==> src/hdl/smrl_pkg.sv <==
`timescale 1ns / 1ps
`default_nettype none
package smrl_pkg;

  // serial shifter: marker bit at the top, no data bits loaded
  localparam logic [5:0] SHIFT_EMPTY = 6'h20;
  // write_value bit that clears the shifter
  localparam int unsigned CLEAR_BIT = 7;
  // mapper register reset values
  localparam logic [4:0] CTRL_RESET = 5'h08;
  localparam logic [4:0] CHR_RESET  = 5'h00;
  localparam logic [4:0] PRG_RESET  = 5'h0F;

  // what the back end does with one write
  typedef enum logic [1:0] {
    CMD_IGNORE = 2'd0,
    CMD_CLEAR  = 2'd1,
    CMD_SHIFT  = 2'd2
  } cmd_kind_t;

  typedef struct packed {
    cmd_kind_t   kind;
    logic [1:0]  sel;
    logic        data_bit;
  } cmd_t;

  // command queue handshake toward the back end
  typedef struct packed {
    logic empty;
    cmd_t cmd;
  } cmd_rd_t;

  // result item
  typedef struct packed {
    logic [4:0] control_value;
    logic [4:0] chr_bank_low;
    logic [4:0] chr_bank_high;
    logic [4:0] prg_bank;
    logic       committed;
    logic       ignored;
  } result_t;

endpackage
`default_nettype wire

==> src/hdl/serial_mapper_register_loader.sv <==
`timescale 1ns / 1ps
`default_nettype none
// channel   direction  handshake       payload
// in_       input      in_push/in_full  reg_select, write_value, cycle_number
// out_      output     out_pop/out_empty control_value, chr_bank_low, chr_bank_high,
//                                       prg_bank, committed, ignored
//
// one write per cycle sustained while in_full is low; a result shows on the out_ ports
// after its queued command is executed by the back and stored in the result queue
// the back applies one command per cycle while the result queue has room
// synchronous active-low reset restores the shifter marker, all-ones recorded cycle
// and the default mapper register values; both queues start empty
// two-entry queues on each side; in_full rises only when both fill behind a stalled pop
module serial_mapper_register_loader (
  input  wire logic        clk,
  input  wire logic        rst_n,
  input  wire logic        in_push,
  output logic             in_full,
  input  wire logic [1:0]  in_reg_select,
  input  wire logic [7:0]  in_write_value,
  input  wire logic [63:0] in_cycle_number,
  output logic             out_empty,
  input  wire logic        out_pop,
  output logic [4:0]       out_control_value,
  output logic [4:0]       out_chr_bank_low,
  output logic [4:0]       out_chr_bank_high,
  output logic [4:0]       out_prg_bank,
  output logic             out_committed,
  output logic             out_ignored
);

  logic              q_push;
  logic              q_full;
  logic              q_pop;
  smrl_pkg::cmd_t    q_cmd;
  smrl_pkg::cmd_rd_t q_rd;

  assign in_full = q_full;

  // classify writes
  smrl_front u_front (
    .clk             (clk),
    .rst_n           (rst_n),
    .in_push         (in_push),
    .in_reg_select   (in_reg_select),
    .in_write_value  (in_write_value),
    .in_cycle_number (in_cycle_number),
    .q_full          (q_full),
    .q_push          (q_push),
    .q_cmd           (q_cmd)
  );

  // command queue between front and back
  smrl_cmd_fifo u_cmd_fifo (
    .clk      (clk),
    .rst_n    (rst_n),
    .push     (q_push),
    .push_cmd (q_cmd),
    .full     (q_full),
    .pop      (q_pop),
    .rd       (q_rd)
  );

  // shifter, mapper registers and result queue
  smrl_back u_back (
    .clk               (clk),
    .rst_n             (rst_n),
    .cmd_rd            (q_rd),
    .cmd_pop           (q_pop),
    .out_empty         (out_empty),
    .out_pop           (out_pop),
    .out_control_value (out_control_value),
    .out_chr_bank_low  (out_chr_bank_low),
    .out_chr_bank_high (out_chr_bank_high),
    .out_prg_bank      (out_prg_bank),
    .out_committed     (out_committed),
    .out_ignored       (out_ignored)
  );

endmodule
`default_nettype wire

==> src/hdl/smrl_front.sv <==
`timescale 1ns / 1ps
`default_nettype none
module smrl_front (
  input  wire logic             clk,
  input  wire logic             rst_n,
  input  wire logic             in_push,
  input  wire logic [1:0]       in_reg_select,
  input  wire logic [7:0]       in_write_value,
  input  wire logic [63:0]      in_cycle_number,
  input  wire logic             q_full,
  output logic                  q_push,
  output smrl_pkg::cmd_t        q_cmd
);

  logic [63:0] prev_cycle_r;
  logic [63:0] prev_cycle_nxt;
  logic [63:0] cycle_diff;
  logic        back_to_back;

  // consecutive-cycle test, modulo 2^64
  assign cycle_diff   = in_cycle_number - prev_cycle_r;
  assign back_to_back = (cycle_diff == 64'd1);
  assign q_push       = in_push && !q_full;

  // classify the write
  always_comb begin
    q_cmd.sel      = in_reg_select;
    q_cmd.data_bit = in_write_value[0];
    prev_cycle_nxt = prev_cycle_r;
    if (back_to_back) begin
      q_cmd.kind     = smrl_pkg::CMD_IGNORE;
      prev_cycle_nxt = in_cycle_number;
    end else if (in_write_value[smrl_pkg::CLEAR_BIT]) begin
      q_cmd.kind = smrl_pkg::CMD_CLEAR;
    end else begin
      q_cmd.kind     = smrl_pkg::CMD_SHIFT;
      prev_cycle_nxt = in_cycle_number;
    end
  end

  // recorded cycle of the last shift or ignored write; clear writes leave it unchanged
  always_ff @(posedge clk) begin
    if (!rst_n) begin
      prev_cycle_r <= '1;
    end else if (q_push) begin
      prev_cycle_r <= prev_cycle_nxt;
    end
  end

endmodule
`default_nettype wire

==> src/hdl/smrl_cmd_fifo.sv <==
`timescale 1ns / 1ps
`default_nettype none
module smrl_cmd_fifo (
  input  wire logic             clk,
  input  wire logic             rst_n,
  input  wire logic             push,
  input  wire smrl_pkg::cmd_t   push_cmd,
  output logic                  full,
  input  wire logic             pop,
  output smrl_pkg::cmd_rd_t     rd
);

  smrl_pkg::cmd_t mem_r [2];
  logic           wr_ptr_r;
  logic           rd_ptr_r;
  logic [1:0]     count_r;
  logic           do_push;
  logic           do_pop;

  assign full     = (count_r == 2'd2);
  assign rd.empty = (count_r == 2'd0);
  assign rd.cmd   = mem_r[rd_ptr_r];
  assign do_push  = push && !full;
  assign do_pop   = pop && !rd.empty;

  // entry storage
  always_ff @(posedge clk) begin
    if (do_push) begin
      mem_r[wr_ptr_r] <= push_cmd;
    end
  end

  // pointers and fill count
  always_ff @(posedge clk) begin
    if (!rst_n) begin
      wr_ptr_r <= 1'b0;
      rd_ptr_r <= 1'b0;
      count_r  <= 2'd0;
    end else begin
      if (do_push) begin
        wr_ptr_r <= !wr_ptr_r;
      end
      if (do_pop) begin
        rd_ptr_r <= !rd_ptr_r;
      end
      if (do_push && !do_pop) begin
        count_r <= count_r + 2'd1;
      end else if (do_pop && !do_push) begin
        count_r <= count_r - 2'd1;
      end
    end
  end

endmodule
`default_nettype wire

==> src/hdl/smrl_back.sv <==
`timescale 1ns / 1ps
`default_nettype none
module smrl_back (
  input  wire logic              clk,
  input  wire logic              rst_n,
  input  wire smrl_pkg::cmd_rd_t cmd_rd,
  output logic                   cmd_pop,
  output logic                   out_empty,
  input  wire logic              out_pop,
  output logic [4:0]             out_control_value,
  output logic [4:0]             out_chr_bank_low,
  output logic [4:0]             out_chr_bank_high,
  output logic [4:0]             out_prg_bank,
  output logic                   out_committed,
  output logic                   out_ignored
);

  logic [5:0]        shifter_r;
  logic [5:0]        shifter_nxt;
  logic [4:0]        regs_r   [4];
  logic [4:0]        regs_nxt [4];
  logic [5:0]        shifted;
  logic              committed;
  logic              ignored;
  smrl_pkg::result_t res;

  smrl_pkg::result_t res_mem_r [2];
  logic              res_wr_ptr_r;
  logic              res_rd_ptr_r;
  logic [1:0]        res_count_r;
  logic              res_full;
  logic              res_pop;

  assign res_full = (res_count_r == 2'd2);
  assign cmd_pop  = !cmd_rd.empty && !res_full;
  assign shifted  = {cmd_rd.cmd.data_bit, shifter_r[5:1]};

  // execute one command
  always_comb begin
    shifter_nxt = shifter_r;
    regs_nxt    = regs_r;
    committed   = 1'b0;
    ignored     = 1'b0;
    unique case (cmd_rd.cmd.kind)
      smrl_pkg::CMD_IGNORE: begin
        ignored = 1'b1;
      end
      smrl_pkg::CMD_CLEAR: begin
        shifter_nxt = smrl_pkg::SHIFT_EMPTY;
      end
      smrl_pkg::CMD_SHIFT: begin
        if (shifted[0]) begin
          regs_nxt[cmd_rd.cmd.sel] = shifted[5:1];
          shifter_nxt              = smrl_pkg::SHIFT_EMPTY;
          committed                = 1'b1;
        end else begin
          shifter_nxt = shifted;
        end
      end
      default: begin
        shifter_nxt = shifter_r;
      end
    endcase
    res.control_value = regs_nxt[0];
    res.chr_bank_low  = regs_nxt[1];
    res.chr_bank_high = regs_nxt[2];
    res.prg_bank      = regs_nxt[3];
    res.committed     = committed;
    res.ignored       = ignored;
  end

  // shifter and mapper registers
  always_ff @(posedge clk) begin
    if (!rst_n) begin
      shifter_r <= smrl_pkg::SHIFT_EMPTY;
      regs_r[0] <= smrl_pkg::CTRL_RESET;
      regs_r[1] <= smrl_pkg::CHR_RESET;
      regs_r[2] <= smrl_pkg::CHR_RESET;
      regs_r[3] <= smrl_pkg::PRG_RESET;
    end else if (cmd_pop) begin
      shifter_r <= shifter_nxt;
      regs_r    <= regs_nxt;
    end
  end

  // result queue storage
  always_ff @(posedge clk) begin
    if (cmd_pop) begin
      res_mem_r[res_wr_ptr_r] <= res;
    end
  end

  // result queue pointers and fill count
  assign out_empty = (res_count_r == 2'd0);
  assign res_pop   = out_pop && !out_empty;

  always_ff @(posedge clk) begin
    if (!rst_n) begin
      res_wr_ptr_r <= 1'b0;
      res_rd_ptr_r <= 1'b0;
      res_count_r  <= 2'd0;
    end else begin
      if (cmd_pop) begin
        res_wr_ptr_r <= !res_wr_ptr_r;
      end
      if (res_pop) begin
        res_rd_ptr_r <= !res_rd_ptr_r;
      end
      if (cmd_pop && !res_pop) begin
        res_count_r <= res_count_r + 2'd1;
      end else if (res_pop && !cmd_pop) begin
        res_count_r <= res_count_r - 2'd1;
      end
    end
  end

  // oldest result on the ports
  assign out_control_value = res_mem_r[res_rd_ptr_r].control_value;
  assign out_chr_bank_low  = res_mem_r[res_rd_ptr_r].chr_bank_low;
  assign out_chr_bank_high = res_mem_r[res_rd_ptr_r].chr_bank_high;
  assign out_prg_bank      = res_mem_r[res_rd_ptr_r].prg_bank;
  assign out_committed     = res_mem_r[res_rd_ptr_r].committed;
  assign out_ignored       = res_mem_r[res_rd_ptr_r].ignored;

endmodule
`default_nettype wire
==> config.mk <==
export PLATFORM = sky130hd
export DESIGN_NAME = serial_mapper_register_loader
export DESIGN_NICKNAME = d
export VERILOG_FILES = /design/src/hdl/smrl_pkg.sv /design/src/hdl/serial_mapper_register_loader.sv /design/src/hdl/smrl_front.sv /design/src/hdl/smrl_cmd_fifo.sv /design/src/hdl/smrl_back.sv
export SDC_FILE = /design/constraint.sdc
export NUM_CORES = 1
export LEC_CHECK = 0
export BUFFER_PORTS_ARGS = -buffer_cell sky130_fd_sc_hd__buf_4
export CAP_MARGIN = 15
export CORE_ASPECT_RATIO = 0.9
export CORE_MARGIN = 3
export CORE_UTILIZATION = 38
export DETAILED_ROUTE_END_ITERATION = 16
export PLACE_DENSITY = 0.6
export SYNTH_ARGS = -nofsm -noshare
export SYNTH_HDL_FRONTEND = slang
export SYNTH_SLANG_ARGS = --single-unit
==> constraint.sdc <==
create_clock -name clk -period 9.3 [get_ports clk]
set_input_delay 0.93 -clock clk [delete_from_list [all_inputs] [get_ports clk]]
set_output_delay 0.93 -clock clk [all_outputs]
set_load 0.01 [all_outputs]
# ---- After elaboration in Yosys (flattened, before gate mapping)
# Memory sizes are Yosys's and may differ from the RTL's. A register that Yosys moved wholly into a read port is not among the register bits.
# Cells that the tools add are included.
# Widths: inputs -> output; s select.
dict set report totals {
  output_inout_bits 24
  register_bits 98
  ram_bits 54
  latch_bits 0
  mem_bits_ro 0
  n_memories 2
}
dict set report op_classes {
  n_mux 26
  n_div 0
  add_sub_neg 5
  n_lt_le_gt_ge 2
  n_eq_ne 6
  mul 0
  reduce_logical 30
  bitwise_logic 1
  n_shift 0
}
# name words word_bits rd rd_ports_with_merged_regs wr line_no
set memory_table {}
lappend memory_table {u_back.res_mem_r 2 22 1 1 1 smrl_back.sv:27} ;# smrl_pkg::result_t res_mem_r [2];
lappend memory_table {u_cmd_fifo.mem_r 2 5 1 1 1 smrl_cmd_fifo.sv:13} ;# smrl_pkg::cmd_t mem_r [2];
# op count
set op_table {}
lappend op_table {{$mux 64} 2}
lappend op_table {{$eq 64x1->1 const B} 1}
lappend op_table {{$sub 64x64->64} 1}
lappend op_table {{$mux 20} 2}
lappend op_table {{$bwmux 20} 1}
lappend op_table {{$logic_not 1->1} 12}
lappend op_table {{$mux 2} 6}
lappend op_table {{$pmux 6 s2} 1}
lappend op_table {{$mux 1} 11}
lappend op_table {{$demux 5 s2} 1}
lappend op_table {{$logic_and 1x1->1} 10}
lappend op_table {{$eq 2x2->1 const B} 3}
lappend op_table {{$logic_not 2->1} 3}
lappend op_table {{$mux 6} 1}
lappend op_table {{$reduce_bool 2->1} 3}
lappend op_table {{$mux 5} 1}
lappend op_table {{$add 2x1->2 const B} 2}
lappend op_table {{$reduce_and 2->1} 2}
lappend op_table {{$sub 2x1->2 const B} 2}
lappend op_table {{$ge 3x3->1 const B} 1}
lappend op_table {{$lt 3x1->1 const B} 1}
lappend op_table {{$not 2->3} 1}
lappend op_table {{$eq 2x1->1 const B} 1}
lappend op_table {{$ne 2x1->1 const B} 1}

# ---- Logic depth before layout (Yosys ltp)
# Gate-level depths: netlist of run 1.
dict set report logic_depth {
  depth_word 8
  mapped_depth 17
}

# ---- Cells and area by module
# A second synthesis of run 1 with hierarchy kept.
dict set report hier_totals {
  cells_unflattened 1305
  hier_area_um2 11536.1
}
# module area_per_inst_um2 cells_per_inst n_inst seq_area_each_um2
set by_module_without_submodules {}
lappend by_module_without_submodules {smrl_front 7791.2 1044 1 1281.2}
lappend by_module_without_submodules {smrl_back 3154.3 221 1 1921.8}
lappend by_module_without_submodules {smrl_cmd_fifo 590.6 40 1 400.4}

# ---- Worst setup path after synthesis of run 1
# OpenSTA, ideal clock, no wires.
dict set report synth_path {
  path_type {input to register}
  startpoint {input in_cycle_number[0]}
  endpoint {register u_front.prev_cycle_r[11]}
  n_path_buf 1
  path_stages 17
  arrival_time_ns 4.403
  setup_ns 0.153
  setup_slack_ns 4.744
  t_required_ns 9.147
  cell_sequence {inv_1 ha_1 fa_1 nand2b_1 a211oi_1 o21ai_0 or3_1 and2_1 nand3_1 o2111ai_1 a2111oi_0 nand4_1 nor4_4 a21boi_2 nor2_8 buf_6 o221ai_1}
}
dict set report synth_between {
  elab_chain_len 4
  elab_cells_between_ends 5
  cone_classes {add/sub: 1; eq/ne: 2; mux: 1; reduce/logical: 1}
}
# item line_no
set synth_lines {}
lappend synth_lines {{start: declaration} serial_mapper_register_loader.sv:21} ;# input wire logic [63:0] in_cycle_number,
lappend synth_lines {{$sub 64x64->64 *} smrl_front.sv:21} ;# assign cycle_diff = in_cycle_number - prev_cycle_r;
lappend synth_lines {{$eq 64x1->1 *} smrl_front.sv:22} ;# assign back_to_back = (cycle_diff == 64'd1);
lappend synth_lines {{$ne 2x1->1 (no source line)} n/a}
lappend synth_lines {{$reduce_and 2->1 (no source line)} n/a}
lappend synth_lines {{end signal: assignment} smrl_front.sv:46} ;# prev_cycle_r <= prev_cycle_nxt;
lappend synth_lines {{end: declaration} smrl_front.sv:15} ;# logic [63:0] prev_cycle_r;
# Mark *: on every way between the ends. The rest lies on a longest branch, timed or not.
# A chain may end at the register's enable or synchronous reset.

# ---- Worst setup path in the final report of run 1
dict set report layout_path {
  startpoint {input in_cycle_number[14]}
  endpoint {register u_front.prev_cycle_r[52]}
}
# The elaborated chain is that of the path after synthesis.

==> out/summary.log, run 1 <==
INFO  run_status     outcome=finished, final reports clean
INFO  floorplanning  die_y=169µm
INFO  cts            clk_pin_slew=0.07ns
INFO  final_layout   insertedDiodeCount=0
INFO  cts            cts_tree=done
INFO  pwr            logic_gate_share_of_total_power=42.7%
INFO  synth          synth_area_per_cell=8.53µm²
INFO  setup_path     setup.worst_path.end_class=register
INFO  sta            fin_setup_tns=0ns
INFO  synth          synth-seq-cells=153
INFO  pwr            power.share.clock=24.6%
INFO  detailed_routing detail-route-antenna-nets=0
INFO  final_layout   drive_above_1_share=17.7%
INFO  sta            setup_ws=3.71ns
INFO  synth          syn_nets=1453
INFO  setup_path     arrival=5.86ns
INFO  synth          post_synth_main_area_contributors=sky130_fd_sc_hd__dfxtp_1 (18%), sky130_fd_sc_hd__edfxtp_1 (15%), sky130_fd_sc_hd__ha_1 (7.5%)
INFO  synth          ys_warn_count=0
INFO  setup_path     timing.critical_path.from_type=primary input
INFO  synth          post_synth_instance_area=11200µm²
INFO  pwr            p_per_area=231nW/µm²
INFO  sta            final-max-slew-violation-count=0
INFO  setup_path     critical_path.slowest_cell=sky130_fd_sc_hd__o21ai_0
INFO  synth          syn-instance-count=1307
INFO  floorplanning  core-area=28400µm²
INFO  placement      place_area=12100µm²
INFO  placement      gp_congestion=0.975
INFO  pwr            peak_ir_drop_on_the_vdd_network=0.000136V
INFO  synth          post_synth_num_cell_types=86
INFO  sta            period_minus_slack=5.59ns
INFO  setup_path     worstPathRequired=9.57ns
INFO  synth          asyncSetResetFlopFracSynth=0%
INFO  global_route   grt_usage=21.2%
INFO  pwr            switching_power=1.17mW
INFO  setup_path     path_common_cell=sky130_fd_sc_hd__nand2_1
INFO  detailed_routing firstDrtPassIters=6
INFO  setup_path     critical_path_cell_list=buf_4 > ha_1 > nand2_1 > o21ai_0 > a22oi_1 > nand2_1 > nor2_1 > o41ai_1 > xor2_1 > nor4_1 > nand4_1 > nor4_4 > a21boi_4 > nor2_8 > buf_12 > o221ai_1
INFO  synth          fraction_of_synthesized_cell_area_taken_by_the_top_area_cell_type=17.8%
INFO  sta            timing_hold_violations_final=0
INFO  cts            htreeDepth=4
INFO  setup_path     crit_fanout=34
INFO  cts            cts_resized=0
INFO  cts            cts.sinks=153
INFO  detailed_routing drt_iter0_drc=1034
INFO  sta            fin_worst_hold_slack=0.467ns
INFO  global_route   grt-ovfl-total=0
INFO  min_path       hold_class=register to register
INFO  cts            clk_path_buf_depth=2
INFO  cts            cts.root.buffer_cell=sky130_fd_sc_hd__clkbuf_16
INFO  cts            cts_made_buffers=17
INFO  final_layout   nets=1504
INFO  sta            timing.clock.skew=0.0144ns
INFO  final_layout   layout.core_utilization=44.6%
INFO  detailed_routing avgViaCountPerCell=5.80
INFO  floorplanning  die-area=31400µm²
INFO  global_route   vias_in_the_first_global_route=9336
INFO  floorplanning  initial_standard_cell_utilization_of_the_core=39.2%
INFO  cts            clk_latency=0.44ns
INFO  sta            final_worst_path_cycle_share=60.1%
INFO  final_layout   post-route-cell-area=12700µm²
INFO  sta            tightest_slew=1.13ns
INFO  cts            postCtsHoldBufs=0
INFO  synth          synthFlopType=sky130_fd_sc_hd__dfxtp_1
INFO  pwr            cellLeakagePower=5.27nW
INFO  detailed_routing totalWireLength=33.9mm
INFO  cts            post-cts-setup-buffers=0
INFO  placement      dpl.cell_count=1727
INFO  synth          synth.largest_area_cell=sky130_fd_sc_hd__dfxtp_1
INFO  setup_path     critPathMaxStageDelay=0.71ns
INFO  pwr            p_total=2.93mW
INFO  pwr            seq_power_share=32.8%
INFO  global_route   grt_antenna_before_repair=0
INFO  placement      port_buffers=95
INFO  placement      pre_cts_slack=3.17ns
INFO  detailed_routing wl_per_cell=19.2µm
INFO  job            max_cap_violations=0
INFO  sta            timing.fmax=179MHz
INFO  global_route   grt_pass1_wl=53.5mm
INFO  global_route   grt_start_max_net_pins=68
INFO  detailed_routing num_vias=10213
INFO  sta            relSlewSlack=24.8%
INFO  sta            rsz0062_at_grt=false
INFO  final_layout   final_cells=1761
INFO  sta            setup-violations-final=0
INFO  floorplanning  row_count=58
INFO  placement      hpwl=25.5mm
INFO  pwr            power_switching_share=40.0%
INFO  detailed_routing drcViolationCount=0
INFO  pwr            intPower=1.76mW
INFO  setup_path     critPathKind=primary input to register
INFO  final_layout   area_growth=13.9%
INFO  floorplanning  die_x=187µm
INFO  floorplanning  ios=102
INFO  synth          synth_enable_flop_cells=54
INFO  synth          synth.yosys.seq_area_share=32.3%
[power groups by stage]
| stage | sequential (mW) | clock, mW | combinational (mW) |
|---|---|---|---|
| after floorplan | 0.944 | 0 | 0.872 |
| final | 0.959 | 0.719 | 1.25 |
| after global placement | 0.969 | 0 | 1.21 |
| after global routing | 0.977 | 0.767 | 1.38 |
| after CTS | 0.961 | 0.736 | 1.24 |
| after detailed placement | 0.976 | 0 | 1.23 |
[logic make-up after synthesis]
family	count (synthesis)	share of synthesized area (%)
mux	54	5.30
compound gates	393	26.7
simple gates	446	19.2
xor+xnor	34	2.67
flops	153	32.3
fa+ha+maj	68	7.70
buf+inv	159	6.15
[routing by layer]
| metal | track usage [%] | up-vias | part of all wire [%] |
|---|---|---|---|
| li1 | - | 4952 | - |
| met1 | 31.8 | 4889 | 50 |
| met2 | 31.6 | 340 | 42 |
| met3 | 4.14 | 32 | 6.6 |
| met4 | 4.30 | 0 | 1.4 |
| met5 | 0 | - | 0 |
[registers in the layout, indices dropped and copies added (netlist names), named ones only]
| register | count |
|---|---|
| u_back.shifter_r | 5 |
| u_back.res_count_r | 2 |
| u_cmd_fifo.mem_r | 10 |
| u_front.prev_cycle_r | 64 |
| u_back.res_rd_ptr_r | 1 |
| u_back.regs_r | 20 |
| u_back.res_mem_r | 44 |
| u_back.res_wr_ptr_r | 1 |
| u_cmd_fifo.wr_ptr_r | 1 |
| u_cmd_fifo.count_r | 2 |
| u_cmd_fifo.rd_ptr_r | 1 |
[layout make-up]
type | count | area (µm²)
fill | 2849 | 15700
tap | 390 | 488
clock buffer | 17 | 425
multi-input combinational | 995 | 6880
clock inverter | 15 | 186
timing repair buffer | 102 | 786
sequential | 153 | 3600
inverter | 89 | 334
[synth_stat cells, types with 5 or more instances]
cell type	count
sky130_fd_sc_hd__a2111oi_0	5
sky130_fd_sc_hd__a211oi_1	9
sky130_fd_sc_hd__a21boi_0	11
sky130_fd_sc_hd__a21o_1	18
sky130_fd_sc_hd__a21oi_1	106
sky130_fd_sc_hd__a31oi_1	5
sky130_fd_sc_hd__and2_1	12
sky130_fd_sc_hd__and4_1	5
sky130_fd_sc_hd__buf_2	5
sky130_fd_sc_hd__buf_6	9
sky130_fd_sc_hd__clkbuf_1	48
sky130_fd_sc_hd__dfxtp_1	99
sky130_fd_sc_hd__edfxtp_1	54
sky130_fd_sc_hd__ha_1	67
sky130_fd_sc_hd__inv_1	88
sky130_fd_sc_hd__mux2_2	40
sky130_fd_sc_hd__mux2i_1	14
sky130_fd_sc_hd__nand2_1	191
sky130_fd_sc_hd__nand2b_1	10
sky130_fd_sc_hd__nand3_1	21
sky130_fd_sc_hd__nand4_1	40
sky130_fd_sc_hd__nor2_1	95
sky130_fd_sc_hd__nor3_1	16
sky130_fd_sc_hd__nor3b_1	14
sky130_fd_sc_hd__nor4_1	12
sky130_fd_sc_hd__o2111ai_1	6
sky130_fd_sc_hd__o211ai_1	10
sky130_fd_sc_hd__o21a_1	28
sky130_fd_sc_hd__o21ai_0	57
sky130_fd_sc_hd__o21bai_1	9
sky130_fd_sc_hd__o221ai_1	27
sky130_fd_sc_hd__o221ai_2	40
sky130_fd_sc_hd__o31ai_1	7
sky130_fd_sc_hd__or3_1	7
sky130_fd_sc_hd__or4_1	5
sky130_fd_sc_hd__xnor2_1	17
sky130_fd_sc_hd__xor2_1	17
[worst max-delay path: cells and delay by family]
kind | cells | cell delay (ns)
AOI/OAI and AO/OA | 5 | 1.87
buffers and inverters | 2 | 0.40
xor gates and xnor gates | 1 | 0.14
adders and majority gates | 1 | 0.42
and+or+nand+nor | 7 | 2.03
[cell usage in the layout, fill, tap and decap left out, drive strengths merged, types with 12 or more instances in the layout]
cell and count:
dfxtp 99, o21a 28, o221ai 67, mux2i 14
and2 12, ha 67, buf 102, xnor2 17
nand3 21, a21o 18, nand4 42, mux2 40
xor2 17, a21boi 13, nor3 16, nor4 13
a21oi 107, nand2 191, clkbuf 17, o21ai 61
inv 98, edfxtp 54, nor3b 14, nor2 96
[final timing paths]
kind | startpoint | endpoint | slack, ns | cells past startpoint
setup / recovery | in_cycle_number[14] | u_front.prev_cycle_r[52] | 3.71 | 16
hold / removal | u_back.regs_r[4] | u_back.regs_r[4] | 0.47 | 2
setup reg to reg | u_front.prev_cycle_r[30] | u_front.prev_cycle_r[52] | 3.93 | 16
hold reg to reg | u_back.regs_r[4] | u_back.regs_r[4] | 0.47 | 2
Note: power is estimated with default switching activity, not from simulation.
==> inputs of run 2 (changes only) <==
--- a/config.mk
+++ b/config.mk
@@ -11,7 +11,7 @@
 export CORE_MARGIN = 3
 export CORE_UTILIZATION = 38
 export DETAILED_ROUTE_END_ITERATION = 16
-export PLACE_DENSITY = 0.6
+export PLACE_DENSITY = 0.62
 export SYNTH_ARGS = -nofsm -noshare
 export SYNTH_HDL_FRONTEND = slang
 export SYNTH_SLANG_ARGS = --single-unit
==> constraint.sdc (replaced) <==
create_clock -name clk -period 4.7 [get_ports clk]
set_input_delay 0.47 -clock clk [delete_from_list [all_inputs] [get_ports clk]]
set_output_delay 0.47 -clock clk [all_outputs]
set_load 0.01 [all_outputs]
==> run 2 against run 1 <==
  * Clock-buffer cell count stayed put
  * Final area is 9.6% higher
  * First-iteration DRC count is 15% lower
  * Final cell count is 7.7% higher
  * Critical path depth is 1 higher
==> out/summary.log, run 2 (synthesized netlist as in run 1, its figures left out) <==
INFO  final_layout   final_cells=1896 [+7.7%]
INFO  final_layout   largest_register_ffs=64 [unchanged]
INFO  setup_path     r2r-end=u_front.prev_cycle_r[52]
INFO  min_path       hold_class=primary input to register
INFO  sta            timing.fmax=221MHz
INFO  setup_path     critical_path.reg2reg.startpoint=u_front.prev_cycle_r[35]
INFO  min_path       hold-path-cell-count=1 [-1]
INFO  detailed_routing drt_iter0_drc=877 [-15%]
INFO  setup_path     crit_fanout=14 [-59%]
INFO  run_status     outcome=finished, final reports clean
INFO  floorplanning  die_x=187µm [unchanged]
INFO  cts            clk_path_buf_depth=2 [unchanged]
INFO  cts            cts_made_buffers=17 [unchanged]
INFO  setup_path     setup.worst_path.end_class=register
INFO  floorplanning  initial_standard_cell_utilization_of_the_core=39.2% [unchanged]
INFO  final_layout   insertedDiodeCount=0 [unchanged]
INFO  global_route   grt_antenna_before_repair=0 [unchanged]
INFO  detailed_routing detail-route-antenna-nets=0 [unchanged]
INFO  final_layout   nets=1639 [+9.0%]
INFO  placement      dpl.cell_count=1854 [+7.4%]
INFO  sta            timing.clock.skew=0.0136ns [-0.000793 ns]
INFO  placement      port_buffers=95 [unchanged]
INFO  final_layout   layout_common_cells=sky130_fd_sc_hd__buf_4 (227), sky130_fd_sc_hd__nand2_1 (191), sky130_fd_sc_hd__a21oi_1 (101)
INFO  sta            final_worst_path_cycle_share=96.2%
INFO  cts            clk_latency=0.44ns [about the same]
INFO  sta            tightest_slew=1.09ns [-0.0387 ns]
INFO  global_route   grt_pass1_wl=56.0mm [+4.6%]
INFO  global_route   grt_start_max_net_pins=100 [+47%]
INFO  pwr            p_per_area=436nW/µm² [+89%]
INFO  final_layout   area_growth=24.9%
INFO  sta            setup-violations-final=0 [unchanged]
INFO  setup_path     r2r_setup_slack=0.18ns [-3.75 ns]
INFO  sta            fin_worst_hold_slack=0.225ns [-0.241 ns]
INFO  floorplanning  core-area=28400µm² [unchanged]
INFO  floorplanning  die-area=31400µm² [unchanged]
INFO  detailed_routing firstDrtPassIters=5 [-1]
INFO  setup_path     worstPathRequired=4.99ns [-4.58 ns]
INFO  final_layout   drive_above_1_share=26.5% [+8.8 points]
INFO  sta            relSlewSlack=27.5% [+2.7 points]
INFO  min_path       worstHoldEndpoint=u_cmd_fifo.mem_r[1][2]
INFO  cts            cts_tree=done
INFO  pwr            peak_ir_drop_on_the_vdd_network=0.000314V [+130%]
INFO  sta            final-max-slew-violation-count=0 [unchanged]
INFO  floorplanning  ios=102 [unchanged]
INFO  detailed_routing totalWireLength=35.8mm [+5.5%]
INFO  setup_path     critPathKind=register to register
INFO  floorplanning  die_y=169µm [unchanged]
INFO  final_layout   largest_registers=u_front.prev_cycle_r x64, u_back.res_mem_r x44, u_back.regs_r x20
INFO  sta            period_minus_slack=4.52ns
INFO  setup_path     timing.reg2reg.worst_path_depth=17 [+1]
INFO  min_path       worst_hold_startpoint=in_reg_select[1]
INFO  global_route   grt-ovfl-total=0 [unchanged]
INFO  final_layout   top_register_by_number_of_flip_flops=u_front.prev_cycle_r
INFO  global_route   vias_in_the_first_global_route=10123 [+8.4%]
INFO  setup_path     arrival=4.81ns [-1.05 ns]
INFO  detailed_routing num_vias=10677 [+4.5%]
INFO  detailed_routing wl_per_cell=18.9µm [-2.0%]
INFO  final_layout   final_common_cell=sky130_fd_sc_hd__buf_4
INFO  placement      hpwl=26.9mm [+5.6%]
INFO  global_route   grt_usage=22.0% [+0.88 points]
INFO  cts            cts.sinks=153 [unchanged]
INFO  pwr            cellLeakagePower=5.96nW [+13%]
INFO  floorplanning  row_count=58 [unchanged]
INFO  cts            htreeDepth=4 [unchanged]
INFO  detailed_routing drcViolationCount=0 [unchanged]
INFO  cts            clk_pin_slew=0.07ns [about the same]
INFO  sta            timing_hold_violations_final=0 [unchanged]
INFO  placement      gp_congestion=0.995 [+2.1%]
INFO  cts            postCtsHoldBufs=0 [unchanged]
INFO  detailed_routing avgViaCountPerCell=5.63 [-2.9%]
INFO  setup_path     timing.critical_path.from_type=register
INFO  job            max_cap_violations=0 [unchanged]
INFO  cts            cts.root.buffer_cell=sky130_fd_sc_hd__clkbuf_16
-- run 2: cell types whose count changed in the layout (fill, tap and decap cells not counted), moves of 3 or more --
cell                        change
sky130_fd_sc_hd__a21oi_2        +5
sky130_fd_sc_hd__buf_4        +127
sky130_fd_sc_hd__o21ai_1        +4
sky130_fd_sc_hd__ha_1           -4
sky130_fd_sc_hd__o21ai_0        -5
sky130_fd_sc_hd__ha_2           +4
sky130_fd_sc_hd__buf_12         +4
sky130_fd_sc_hd__a2111oi_0      -3
sky130_fd_sc_hd__a21oi_1        -5
-- run 2: where the power goes --
group | switching [mW] | internal [mW] | leakage [nW]
Sequential | 0.141 | 1.76 | 1.32
Clock | 0.695 | 0.726 | 0.298
Combinational | 1.55 | 1.19 | 4.34
-- run 2: critical path: stages, from the launching register on --
cell                        delay (ns)
sky130_fd_sc_hd__dfxtp_1          0.31
sky130_fd_sc_hd__inv_1            0.05
sky130_fd_sc_hd__ha_1             0.31
sky130_fd_sc_hd__buf_4            0.18
sky130_fd_sc_hd__and4_2           0.28
sky130_fd_sc_hd__a211oi_1         0.14
sky130_fd_sc_hd__or3_4            0.42
sky130_fd_sc_hd__a2111oi_4        0.39
sky130_fd_sc_hd__a21bo_2          0.26
sky130_fd_sc_hd__mux2i_1          0.10
sky130_fd_sc_hd__nor4b_2          0.27
sky130_fd_sc_hd__or4b_4           0.52
sky130_fd_sc_hd__nor4_4           0.41
sky130_fd_sc_hd__a21boi_4         0.14
sky130_fd_sc_hd__nor2_8           0.15
sky130_fd_sc_hd__buf_12           0.14
sky130_fd_sc_hd__buf_12           0.16
sky130_fd_sc_hd__o221ai_1         0.12
-- run 2: worst max-delay path by stage --
stage | cells after the start | from | slack (ns) | to
2_1_floorplan | 17 | in_cycle_number[0] | 0.60 | u_front.prev_cycle_r[11]
3_3_place_gp | 19 | in_cycle_number[0] | -0.04 | u_front.prev_cycle_r[53]
3_5_place_dp | 19 | in_cycle_number[0] | -0.08 | u_front.prev_cycle_r[52]
4_1_cts | 17 | u_front.prev_cycle_r[0] | 0.17 | u_front.prev_cycle_r[52]
5_1_grt | 17 | u_front.prev_cycle_r[31] | -0.05 | u_front.prev_cycle_r[8]
6_report | 17 | u_front.prev_cycle_r[35] | 0.18 | u_front.prev_cycle_r[52]
-- run 2: final cells by class --
class	count	area [µm²]
inverter	89	334
fill	2791	14500
tap	390	488
timing repair buffer	237	1900
sequential	153	3600
multi-input combinational	995	6980
clock buffer	17	425
clock inverter	15	189
-- run 2: through the flow --
stage	area, µm²	TNS, ns	utilization [%]	setup WS, ns	total power [mW]
2_1_floorplan	11200	0	-	0.604	3.60
3_3_place_gp	13000	-1.00	45.9	-0.0370	4.52
3_5_place_dp	13000	-2.14	45.9	-0.0773	4.58
4_1_cts	13700	0	48.0	0.172	6.02
5_1_grt	13900	-0.683	48.9	-0.0530	6.45
6_report	13900	0	48.9	0.177	6.07
-- run 2: what timing repair did --
| action | in CTS | in global routing |
|---|---|---|
| setup buffers | 0 | 5 |
| endpoints found under the setup margin | 0 | 66 |
| gates resized for setup | 0 | 31 |
-- run 2: layer usage --
| metal | part of all wire, % | global-route usage [%] | up-vias | wire length [µm] |
|---|---|---|---|---|
| li1 | - | - | 5234 | - |
| met1 | 49 | 32.3 | 5086 | 17700 |
| met2 | 44 | 34.5 | 320 | 15600 |
| met3 | 5.5 | 3.50 | 37 | 1970 |
| met4 | 1.6 | 4.34 | 0 | 557 |
| met5 | 0 | 0 | - | 0 |
